--- src/design/pdfan_pkg.sv ---
`timescale 1ns / 1ps
// Package for the PD fan level regulator: field widths, register indexes,
// datapath operation and jump codes, and the microcode program table.
// It depends on nothing else; the core imports it.
package pdfan_pkg;

    // Field and datapath widths.
    localparam int TempW  = 16;            // Q12.4 temperature
    localparam int GainW  = 16;            // Q8.8 gain
    localparam int LevelW = 8;             // fan level
    localparam int DiffW  = TempW + 1;     // temperature difference
    localparam int MulAW  = 34;            // multiplier operand A
    localparam int MulBW  = DiffW;         // multiplier operand B
    localparam int MulPW  = MulAW + MulBW; // full product
    localparam int ProdW  = GainW + DiffW; // gain times difference
    localparam int AccW   = 49;            // numerator, exact
    localparam int FracW  = 12;            // fraction bits of the numerator
    localparam int QuoW   = AccW - FracW;  // dividend and quotient
    localparam int CntW   = 6;             // divider iteration counter
    localparam int PcW    = 4;             // microcode step counter
    localparam int CfgIdxW = 3;
    localparam int CfgDatW = 16;

    // Configuration register indexes.
    localparam logic [CfgIdxW-1:0] CfgNominal  = 3'd0;
    localparam logic [CfgIdxW-1:0] CfgGainP    = 3'd1;
    localparam logic [CfgIdxW-1:0] CfgGainD    = 3'd2;
    localparam logic [CfgIdxW-1:0] CfgPeriod   = 3'd3;
    localparam logic [CfgIdxW-1:0] CfgRegEvery = 3'd4;
    localparam logic [CfgIdxW-1:0] CfgMaxLevel = 3'd5;

    // Datapath operation of one step.
    typedef enum logic [3:0] {
        OP_NONE,
        OP_LOAD,
        OP_MUL_P,
        OP_MUL_D,
        OP_MUL_S,
        OP_ADD_D,
        OP_ABS,
        OP_BIAS,
        OP_DIV,
        OP_APPLY,
        OP_PRIME,
        OP_COUNT,
        OP_EMIT
    } t_op;

    // How the step counter moves on.
    typedef enum logic [2:0] {
        J_NEXT,      // to the following step
        J_ALWAYS,    // to the target step
        J_FETCH,     // hold until an item is taken, then dispatch on state
        J_LOOP,      // repeat while the iteration counter is not zero
        J_WAIT_OUT   // hold until the output register is free, then target
    } t_jmp;

    typedef struct packed {
        t_op            op;
        t_jmp           jmp;
        logic [PcW-1:0] target;
    } t_ctrl;

    // Program addresses.
    localparam logic [PcW-1:0] AFetch = 4'd0;
    localparam logic [PcW-1:0] AMulP  = 4'd1;
    localparam logic [PcW-1:0] AMulD  = 4'd2;
    localparam logic [PcW-1:0] AMulS  = 4'd3;
    localparam logic [PcW-1:0] AAddD  = 4'd4;
    localparam logic [PcW-1:0] AAbs   = 4'd5;
    localparam logic [PcW-1:0] ABias  = 4'd6;
    localparam logic [PcW-1:0] ADiv   = 4'd7;
    localparam logic [PcW-1:0] AApply = 4'd8;
    localparam logic [PcW-1:0] APrime = 4'd9;
    localparam logic [PcW-1:0] ACount = 4'd10;
    localparam logic [PcW-1:0] AEmit  = 4'd11;

    // The microcode program, one control word per step.
    function automatic t_ctrl f_ucode(logic [PcW-1:0] pc);
        t_ctrl w;
        w = '{op: OP_NONE, jmp: J_ALWAYS, target: AFetch};
        unique case (pc)
            AFetch:  w = '{op: OP_LOAD,  jmp: J_FETCH,    target: AMulP};
            AMulP:   w = '{op: OP_MUL_P, jmp: J_NEXT,     target: AFetch};
            AMulD:   w = '{op: OP_MUL_D, jmp: J_NEXT,     target: AFetch};
            AMulS:   w = '{op: OP_MUL_S, jmp: J_NEXT,     target: AFetch};
            AAddD:   w = '{op: OP_ADD_D, jmp: J_NEXT,     target: AFetch};
            AAbs:    w = '{op: OP_ABS,   jmp: J_NEXT,     target: AFetch};
            ABias:   w = '{op: OP_BIAS,  jmp: J_NEXT,     target: AFetch};
            ADiv:    w = '{op: OP_DIV,   jmp: J_LOOP,     target: AFetch};
            AApply:  w = '{op: OP_APPLY, jmp: J_ALWAYS,   target: AEmit};
            APrime:  w = '{op: OP_PRIME, jmp: J_ALWAYS,   target: AEmit};
            ACount:  w = '{op: OP_COUNT, jmp: J_NEXT,     target: AFetch};
            AEmit:   w = '{op: OP_EMIT,  jmp: J_WAIT_OUT, target: AFetch};
            default: w = '{op: OP_NONE,  jmp: J_ALWAYS,   target: AFetch};
        endcase
        return w;
    endfunction

endpackage

--- src/design/pd_fan_level_regulator_core.sv ---
`timescale 1ns / 1ps
// PD fan level regulator core: a microcoded sequencer over one multiplier,
// several adders and a one-bit-a-cycle restoring divider. Uses pdfan_pkg.
// A regulating item runs through fetch, 6 multiply and add steps, 37 divider
// iterations, apply and emit, the divider loop being the longest part;
// priming and counting items run through fetch, prime or count, and emit.
// One item is in work at a time; the next is taken once the result is
// loaded into the output register, which may still wait to be taken.
// Synchronous active-low reset restores the register defaults and clears
// the prescale counter, previous temperature, primed flag and fan level.
module pd_fan_level_regulator_core
    import pdfan_pkg::*;
(
    input  logic                      i_clk,
    input  logic                      i_rst_n,
    // Configuration write port
    input  logic                      i_cfg_we,
    input  logic [CfgIdxW-1:0]        i_cfg_index,
    input  logic [CfgDatW-1:0]        i_cfg_data,
    // Input channel
    input  logic                      i_in_valid,
    output logic                      o_in_ready,
    input  logic signed [TempW-1:0]   i_temperature,
    // Output channel
    output logic                      o_out_valid,
    input  logic                      i_out_ready,
    output logic [LevelW-1:0]         o_fan_level,
    output logic                      o_updated,
    output logic                      o_saturated
);

    // Configuration registers.
    logic signed [TempW-1:0]  r_nominal;
    logic signed [GainW-1:0]  r_gain_p;
    logic signed [GainW-1:0]  r_gain_d;
    logic [CfgDatW-1:0]       r_period;
    logic [CfgDatW-1:0]       r_reg_every;
    logic [LevelW-1:0]        r_max_level;

    // Regulator state.
    logic [CfgDatW-1:0]       r_prescale;
    logic signed [TempW-1:0]  r_prev;
    logic                     r_primed;
    logic [LevelW-1:0]        r_level;

    // Sequencer and datapath registers.
    logic [PcW-1:0]           r_pc;
    logic [PcW-1:0]           n_pc;
    logic signed [TempW-1:0]  r_cur;
    logic signed [ProdW-1:0]  r_p;
    logic signed [ProdW-1:0]  r_d;
    logic signed [AccW-1:0]   r_acc;
    logic                     r_neg;
    logic [QuoW-1:0]          r_quo;
    logic [CfgDatW-1:0]       r_rem;
    logic [CntW-1:0]          r_cnt;
    logic                     r_upd;
    logic                     r_sat;

    // Output register.
    logic                     r_out_valid;
    logic [LevelW-1:0]        r_out_level;
    logic                     r_out_upd;
    logic                     r_out_sat;

    t_ctrl                    ctrl;
    logic                     in_take;
    logic                     out_free;
    logic [CfgDatW-1:0]       period_eff;
    logic signed [DiffW-1:0]  diff_p;
    logic signed [DiffW-1:0]  diff_d;
    logic signed [MulAW-1:0]  mul_a;
    logic signed [MulBW-1:0]  mul_b;
    logic signed [MulPW-1:0]  mul_prod;
    logic [AccW-1:0]          biased;
    logic [CfgDatW:0]         rem_sh;
    logic                     rem_ge;
    logic                     quo_big;
    logic signed [LevelW+2:0] level_sum;
    logic [LevelW-1:0]        level_new;
    logic                     sat_new;

    // Control word of the current step and the handshakes.
    assign ctrl        = f_ucode(r_pc);
    assign o_in_ready  = (ctrl.jmp == J_FETCH);
    assign in_take     = i_in_valid && o_in_ready;
    assign out_free    = !r_out_valid || i_out_ready;
    assign o_out_valid = r_out_valid;
    assign o_fan_level = r_out_level;
    assign o_updated   = r_out_upd;
    assign o_saturated = r_out_sat;

    // A zero sample period divides as one.
    assign period_eff = (r_period == '0) ? {{(CfgDatW-1){1'b0}}, 1'b1} : r_period;

    // Temperature differences, one bit wider than a sample.
    assign diff_p = DiffW'(r_nominal) - DiffW'(r_cur);
    assign diff_d = DiffW'(r_cur) - DiffW'(r_prev);

    // Shared multiplier operand selection.
    always_comb begin
        mul_a = '0;
        mul_b = '0;
        unique case (ctrl.op)
            OP_MUL_P: begin
                mul_a = MulAW'(r_gain_p);
                mul_b = diff_p;
            end
            OP_MUL_D: begin
                mul_a = MulAW'(r_gain_d);
                mul_b = diff_d;
            end
            OP_MUL_S: begin
                mul_a = MulAW'(r_p);
                mul_b = signed'({1'b0, period_eff});
            end
            default: begin
                mul_a = '0;
                mul_b = '0;
            end
        endcase
    end
    assign mul_prod = mul_a * mul_b;

    // Rounding bias of half the divisor times 4096, before the shift.
    assign biased = r_acc + (AccW'(period_eff) << (FracW - 1));

    // One restoring divider iteration.
    assign rem_sh = {r_rem, r_quo[QuoW-1]};
    assign rem_ge = (rem_sh >= {1'b0, period_eff});

    // New fan level from the signed quotient, clamped to its range.
    assign quo_big   = |r_quo[QuoW-1:LevelW+1];
    assign level_sum = r_neg
        ? ((LevelW+3)'(r_level) - (LevelW+3)'(r_quo[LevelW:0]))
        : ((LevelW+3)'(r_level) + (LevelW+3)'(r_quo[LevelW:0]));
    always_comb begin
        level_new = level_sum[LevelW-1:0];
        sat_new   = 1'b0;
        priority if (quo_big && r_neg) begin
            level_new = '0;
            sat_new   = 1'b1;
        end else if (quo_big) begin
            level_new = r_max_level;
            sat_new   = 1'b1;
        end else if (level_sum < 0) begin
            level_new = '0;
            sat_new   = 1'b1;
        end else if (level_sum > signed'((LevelW+3)'(r_max_level))) begin
            level_new = r_max_level;
            sat_new   = 1'b1;
        end else begin
            level_new = level_sum[LevelW-1:0];
            sat_new   = 1'b0;
        end
    end

    // Next step of the program.
    always_comb begin
        n_pc = r_pc + 1'b1;
        unique case (ctrl.jmp)
            J_NEXT:   n_pc = r_pc + 1'b1;
            J_ALWAYS: n_pc = ctrl.target;
            J_FETCH: begin
                priority if (!in_take) begin
                    n_pc = r_pc;
                end else if (!r_primed) begin
                    n_pc = APrime;
                end else if (r_prescale != '0) begin
                    n_pc = ACount;
                end else begin
                    n_pc = ctrl.target;
                end
            end
            J_LOOP:     n_pc = (r_cnt != '0) ? r_pc : (r_pc + 1'b1);
            J_WAIT_OUT: n_pc = out_free ? ctrl.target : r_pc;
            default:    n_pc = AFetch;
        endcase
    end

    // Step counter.
    always_ff @(posedge i_clk) begin
        if (!i_rst_n) begin
            r_pc <= AFetch;
        end else begin
            r_pc <= n_pc;
        end
    end

    // Configuration registers; the user must write them only while the block is idle, which the block does not enforce.
    always_ff @(posedge i_clk) begin
        if (!i_rst_n) begin
            r_nominal   <= 16'sd960;
            r_gain_p    <= 16'sd256;
            r_gain_d    <= '0;
            r_period    <= 16'd1;
            r_reg_every <= 16'd1;
            r_max_level <= 8'd7;
        end else if (i_cfg_we) begin
            unique case (i_cfg_index)
                CfgNominal:  r_nominal   <= signed'(i_cfg_data);
                CfgGainP:    r_gain_p    <= signed'(i_cfg_data);
                CfgGainD:    r_gain_d    <= signed'(i_cfg_data);
                CfgPeriod:   r_period    <= i_cfg_data;
                CfgRegEvery: r_reg_every <= i_cfg_data;
                CfgMaxLevel: r_max_level <= i_cfg_data[LevelW-1:0];
                default: begin
                end
            endcase
        end
    end

    // Regulator state.
    always_ff @(posedge i_clk) begin
        if (!i_rst_n) begin
            r_prescale  <= '0;
            r_prev      <= '0;
            r_primed    <= 1'b0;
            r_level     <= '0;
        end else begin
            unique case (ctrl.op)
                OP_PRIME: begin
                    r_prev   <= r_cur;
                    r_primed <= 1'b1;
                end
                OP_COUNT: r_prescale <= r_prescale - 1'b1;
                OP_APPLY: begin
                    r_level    <= level_new;
                    r_prev     <= r_cur;
                    r_prescale <= r_reg_every - 1'b1;
                end
                default: begin
                end
            endcase
        end
    end

    // Output valid flag: set when a result is loaded, cleared once it is taken.
    always_ff @(posedge i_clk) begin
        if (!i_rst_n) begin
            r_out_valid <= 1'b0;
        end else if (ctrl.op == OP_EMIT && out_free) begin
            r_out_valid <= 1'b1;
        end else if (i_out_ready) begin
            r_out_valid <= 1'b0;
        end
    end

    // Datapath registers, loaded as the control word says.
    always_ff @(posedge i_clk) begin
        unique case (ctrl.op)
            OP_LOAD: begin
                if (in_take) begin
                    r_cur <= i_temperature;
                    r_upd <= 1'b0;
                    r_sat <= 1'b0;
                end
            end
            OP_MUL_P: r_p   <= mul_prod[ProdW-1:0];
            OP_MUL_D: r_d   <= mul_prod[ProdW-1:0];
            OP_MUL_S: r_acc <= mul_prod[AccW-1:0];
            OP_ADD_D: r_acc <= r_acc + AccW'(r_d);
            OP_ABS: begin
                r_neg <= r_acc[AccW-1];
                r_acc <= r_acc[AccW-1] ? -r_acc : r_acc;
            end
            OP_BIAS: begin
                r_quo <= biased[AccW-1:FracW];
                r_rem <= '0;
                r_cnt <= CntW'(QuoW - 1);
            end
            OP_DIV: begin
                r_quo <= {r_quo[QuoW-2:0], rem_ge};
                r_rem <= rem_ge ? CfgDatW'(rem_sh - {1'b0, period_eff})
                                : rem_sh[CfgDatW-1:0];
                r_cnt <= r_cnt - 1'b1;
            end
            OP_APPLY: begin
                r_upd <= 1'b1;
                r_sat <= sat_new;
            end
            OP_EMIT: begin
                if (out_free) begin
                    r_out_level <= r_level;
                    r_out_upd   <= r_upd;
                    r_out_sat   <= r_sat;
                end
            end
            default: begin
            end
        endcase
    end

endmodule
--- config.mk ---
export PLATFORM = sky130hd
export DESIGN_NAME = pd_fan_level_regulator_core
export DESIGN_NICKNAME = d
export VERILOG_FILES = /design/src/design/pdfan_pkg.sv /design/src/design/pd_fan_level_regulator_core.sv
export SDC_FILE = /design/constraint.sdc
export NUM_CORES = 2
export LEC_CHECK = 0
export BUFFER_PORTS_ARGS = -buffer_cell sky130_fd_sc_hd__buf_2
export CORE_MARGIN = 3
export CORE_UTILIZATION = 45
export DETAILED_ROUTE_END_ITERATION = 6
export SETUP_SLACK_MARGIN = 0.02
export SLEW_MARGIN = 10
export SYNTH_ARGS = -nofsm -noshare
export SYNTH_HDL_FRONTEND = slang
export SYNTH_SLANG_ARGS = --single-unit
--- constraint.sdc ---
create_clock -name i_clk -period 12.4 [get_ports i_clk]
set_clock_uncertainty 0.15 [all_clocks]
set_input_delay 0.62 -clock i_clk [delete_from_list [all_inputs] [get_ports i_clk]]
set_output_delay 0.62 -clock i_clk [all_outputs]
set_load 0.005 [all_outputs]
### Word-level counts from Yosys, hierarchy flattened

Memory sizes are Yosys's and may differ from the RTL's. A register that Yosys moved wholly into a read port is not among the register bits.
Index checks and enable logic that the tools add are counted.
Widths: inputs -> output; s select.

* register bits: 337
* bits in read-only memories: 160
* input bits: 40
* output and inout port bits: 12
* word-level logic and storage cells: 129
* memories: 1

* $add $sub $neg: 12
* $mul: 1
* order comparisons: 3
* equal/unequal tests: 26
* multiplexer cells: 32
* reduce and logical (&&, ||, !) cells: 28

Memories
* (name not given): words 16, width 10, rd ports 1, clocked after memory_dff 1, write ports 0, line pdfan_pkg.sv:82 `unique case (pc)`

Operators with widths (count)
* $pmux 49 s3: 1
* $pmux 34 s3: 1
* $pmux 37 s2: 1
* $pmux 16 s2: 2
* $pmux 17 s3: 1
* $add 49x27->49: 1
* $add 49x33->49: 1
* $mul 34x17->49: 1
* $mux 49: 1
* $neg 49->49: 1
* $sub 16x16->17: 2
* $mux 16: 2
* $mux 8: 4
* $sub 16x1->16 const B: 2
* $mux 4: 7
* $reduce_or 28->1: 1
* $eq 4x4->1 const B: 5
* $pmux 4 s5: 1
* $reduce_and 2->1: 10
* $ge 17x16->1: 1
* $eq 4x3->1 const B: 4
* $logic_not 16->1: 1
* $reduce_bool 16->1: 1
* $sub 16x16->16: 1
* 26 further kinds: 49

### Logic depth before layout (Yosys ltp)

* depth after elaboration: 8
* depth in mapped cells: 39

### Worst setup path after synthesis

Ideal clock, no wire load.

* path type: register to register
* from: reg ctrl[7] (netlist name)
* to: reg r_acc[47], data pin
* setup time: 272 ps
* data arrival time: 8691 ps
* data required time: 11978 ps
* setup slack: 3286 ps
* stages on the path, launching flop included: 33
* clock period less this slack: 9114 ps
* path through: dfxtp_1 clkbuf_1 nand3_1 inv_1 clkbuf_1 clkbuf_1 nand2_1 nand3_1 clkbuf_1 nand2_1 fa_1 inv_1 fa_1 inv_1 fa_1 inv_1 fa_1 fa_1 inv_1 fa_1 inv_1 ha_1 and3_1 a221o_1 a21oi_1 o211ai_1 o21ai_1 a21oi_1 a221oi_1 o21ai_0 and4b_1 o21ai_0 o2111ai_1

* cells in the longest elaborated chain, start to end: 4
* elaborated cells between the ends (all ways): 9
* classes of those cells: 1 x mul; 5 x eq/ne; 3 x mux

RTL lines
* $eq 4x3->1 / $eq 4x2->1 (equally long branches): line pd_fan_level_regulator_core.sv:104, pd_fan_level_regulator_core.sv:251
* $pmux 34 s3 / $pmux 17 s3 (equally long branches): line pd_fan_level_regulator_core.sv:104 `unique case (ctrl.op)`
* $mul 34x17->49: line pd_fan_level_regulator_core.sv:123 `assign mul_prod = mul_a * mul_b;`
* $pmux 49 s3 *: line pd_fan_level_regulator_core.sv:251 `unique case (ctrl.op)`
* to (signal assigned): line pd_fan_level_regulator_core.sv:261 `OP_MUL_S: r_acc <= mul_prod[AccW-1:0];`
* to (signal assigned): line pd_fan_level_regulator_core.sv:262 `OP_ADD_D: r_acc <= r_acc + AccW'(r_d);`
* to (signal assigned): line pd_fan_level_regulator_core.sv:265 `r_acc <= r_acc[AccW-1] ? -r_acc : r_acc;`
* to (decl): line pd_fan_level_regulator_core.sv:52 `logic signed [AccW-1:0] r_acc;`

Every way passes the cells marked *; elsewhere a longest branch is shown, timed or not.
A chain may end at the register's enable or synchronous reset.

### Worst setup path after layout

* from: reg r_cur[2]
* to: reg r_acc[47], data pin

* cells in the longest elaborated chain, start to end: 4
* elaborated cells between the ends (all ways): 5
* classes of those cells: 2 x add/sub; 1 x mul; 2 x mux

RTL lines
* from (decl): line pd_fan_level_regulator_core.sv:49 `logic signed [TempW-1:0] r_cur;`
* from (signal assigned): line pd_fan_level_regulator_core.sv:254 `r_cur <= i_temperature;`
* $sub 16x16->17 (on tied branches): line pd_fan_level_regulator_core.sv:98, pd_fan_level_regulator_core.sv:97
* $pmux 17 s3 *: line pd_fan_level_regulator_core.sv:104
* $mul 34x17->49 *: line pd_fan_level_regulator_core.sv:123
* $pmux 49 s3 *: line pd_fan_level_regulator_core.sv:251

Marks and branches as above.

==> flow_summary_export.csv <==
group,metric,value,unit
layout,antennaDiodeCount,0,
synth,synth_top_family_by_area,"adder cells",
synth,synth_edf_count,203,
synth,yosysWarnings,0,
drt,dr.pass1.iters,6,
clocking,root_buffer,"clkbuf_16",
outcome,status,"finished, final reports clean",
sta,hold_viol_final,0,
layout,post-route-util,48.7,%
layout,fin_cells,5768,
clocking,path_clk_slew,0.06,ns
synth,synthXorXnorAreaFrac,4.69,%
worst_setup_path,critical_path_required,12.52,ns
global_route,grt_max_degree,101,
drt,drc_errors,0,
power,total_power,6.44,mW
worst_setup_path,worstSetupPathType,"flip-flop to flip-flop",
sta,worst_slew_pin_slew,1.15,ns
place,dpl.cell_count,5696,
synth,synth_compound_area_share,13.2,%
drt,postRouteAntennaNets,0,
synth,synthArstFlopShare,0,%
worst_setup_path,critPathMaxStageDelay,0.66,ns
die,start_util,45.6,%
layout,layout_commonest_cell,"nand2_1",
die,core.rowCount,109,
synth,ys_ff_latch,346,
clocking,clk-insertion-delay-late,0.59,ns
worst_setup_path,cp_top_family,"compound AO/OA/AOI/OAI gates",
layout,final_cell_mix,"nand2_1, inv_1, fa_1",
clocking,tritoncts,"yes",
sta,fin_crit,10.38,ns
layout,finalNetCount,5409,
sta,timing.hold.ws,0.0557,ns
global_route,antenna_found_initial,1,
power,clkPwrFrac,19.4,%
clocking,cts_htree_levels,2,
layout,postLayoutCellArea,0.0433,sq mm
clocking,clock_path_buffers,3,
sta,rsz0062_at_grt,"false",
synth,synthMuxAreaShare,0.648,%
sta,drv_slew,0,
synth,synthFlopType,"edfxtp_1",
power,intPower,3.44,mW
sta,finalSetupViolCount,0,
synth,synth_fp_nets,5482,
clocking,cts_buffers,40,
die,ios,52,
drt,routedWlPerCell,19.6,microns
synth,synth_area_leader_cell,"fa_1",
drt,drt_iter0_drc,2373,
worst_setup_path,path_buf_inv,6,
place,gp_congestion,0.904,
drt,via_count,31763,
synth,synthCells,4646,
worst_setup_path,endpoint_kind,"flip-flop",
worst_setup_path,worstSetupStartpointType,"flip-flop",
hold_path,hp-class,"input pin to flip-flop",
die,die_w,306,microns
power,power.share.switching,46.5,%
clocking,cts_setup_buffers,0,
power,power_density,149,mW/mm^2
sta,fin_crit_sh,83.7,%
synth,synth_simple_gate_area_share,16.4,%
global_route,grt_usage,24.3,%
worst_setup_path,worstPathMaxFanout,30,
synth,yosys-top-cells-area,"fa_1, edfxtp_1, ha_1",
power,p_leak,19.7,nW
die,fp.dieH,306,microns
drt,finalWirelength,113000,microns
synth,synth.distinct_cells,82,
global_route,grt_first_pass_wirelength,180000,microns
synth,synth_top_area_share,26.5,%
power,pwr-share-seq,26.4,%
global_route,gr-total-overflow,0,
sta,setup_ws,2.02,ns
drt,vias_per_cell,5.51,
power,p_sw,2.99,mW
power,power.share.combinational,54.2,%
worst_setup_path,worst_ep_arrival_time,10.51,ns
power,vdd_drop_max,0.106,mV
synth,netlist_area,0.0406,sq mm
sta,fin_setup_tns,0,ns
place,dpl_cell_area,0.0419,sq mm
layout,drive_above_1_share,4.74,%
layout,area_growth_syn_to_layout,6.69,%
place,dp_hpwl,86600,microns
die,core,0.0889,sq mm
worst_setup_path,critical_path.slowest_cell,"nand2_2",
synth,syn_avg_cell_area,8.73,sq um
synth,yosysSeqAreaShare,22.1,%
synth,synthAdderAreaFrac,34.5,%
place,port_buffers,51,
die,die_area,0.0938,sq mm
clocking,cts.sinks,346,
sta,fmaxAchievable,0.0963,GHz
clocking,cts_hold_buf,0,
clocking,cts-resized-gates,0,
global_route,grt_pass1_vias,31635,
sta,relSlewSlack,23.4,%
run,drv_cap,0,
place,place_ws,2.17,ns
layout make-up:
type                    instances  area [sq um]
repair buffers                 91           558
well taps                    1165          1460
flip-flops and latches        346          8960
clock inverters                24           290
multi-input cells            3396         28300
fillers                      8572         45700
inverters                     698          2620
clock buffers                  48          1080
sequential cells by signal, summed over array words and instances, names as in the netlist, 4 cells and up:
| signal | count |
|---|---|
| r_acc | 49 |
| r_quo | 37 |
| r_d | 33 |
| r_p | 33 |
| r_cur | 16 |
| r_gain_d | 16 |
| r_gain_p | 16 |
| r_nominal | 16 |
| r_period | 16 |
| r_prescale | 16 |
| r_prev | 16 |
| r_reg_every | 16 |
| r_rem | 16 |
| ctrl | 9 |
| o_fan_level | 8 |
| r_level | 8 |
| r_max_level | 8 |
| r_cnt | 6 |
| r_pc | 4 |
layer usage:
metal | part of all wire (%) | track usage (%) | vias up
met3 | 5.4 | 2.74 | 128
met2 | 47 | 40.4 | 852
met4 | 1.9 | 4.73 | 0
met1 | 45 | 34.6 | 15884
li1 | - | - | 14899
met5 | 0 | 0 | -
power groups by stage:
stage / logic [mW] / clock network, mW / registers (mW)
finish: 3.49 / 1.25 / 1.70
global placement: 3.43 / 0 / 1.72
CTS: 3.48 / 1.27 / 1.70
floorplan: 2.48 / 0 / 1.65
detailed placement: 3.44 / 0 / 1.72
global route: 3.86 / 1.32 / 1.72
kinds of logic (layout without fill, tap and decap cells):
logic type,after synthesis,count (layout)
flops,346,346
xor+xnor,217,217
simple gates,1539,1539
mux,26,26
fa+ha+maj,796,796
buf+inv,904,861
compound gates,818,818
cells in the mapped netlist, types with 62 or more instances:
| library cell | n |
|---|---|
| inv_1 | 696 |
| dfxtp_1 | 143 |
| xor2_1 | 88 |
| fa_1 | 537 |
| clkbuf_1 | 194 |
| nor2_1 | 415 |
| xnor2_1 | 129 |
| a21o_1 | 71 |
| ha_1 | 259 |
| o21ai_0 | 149 |
| a21boi_0 | 101 |
| a21oi_1 | 201 |
| nand3_1 | 62 |
| nand2_1 | 730 |
| edfxtp_1 | 203 |
final timing paths:
check	from	end	slack, ns	cells past startpoint
min reg2reg	r_sat	o_saturated	0.27	0
max reg2reg	r_cur[2]	r_acc[47]	2.02	34
min	i_temperature[3]	r_cur[3]	0.06	1
max	r_cur[2]	r_acc[47]	2.02	34
Power figures use the tool's default switching activity.
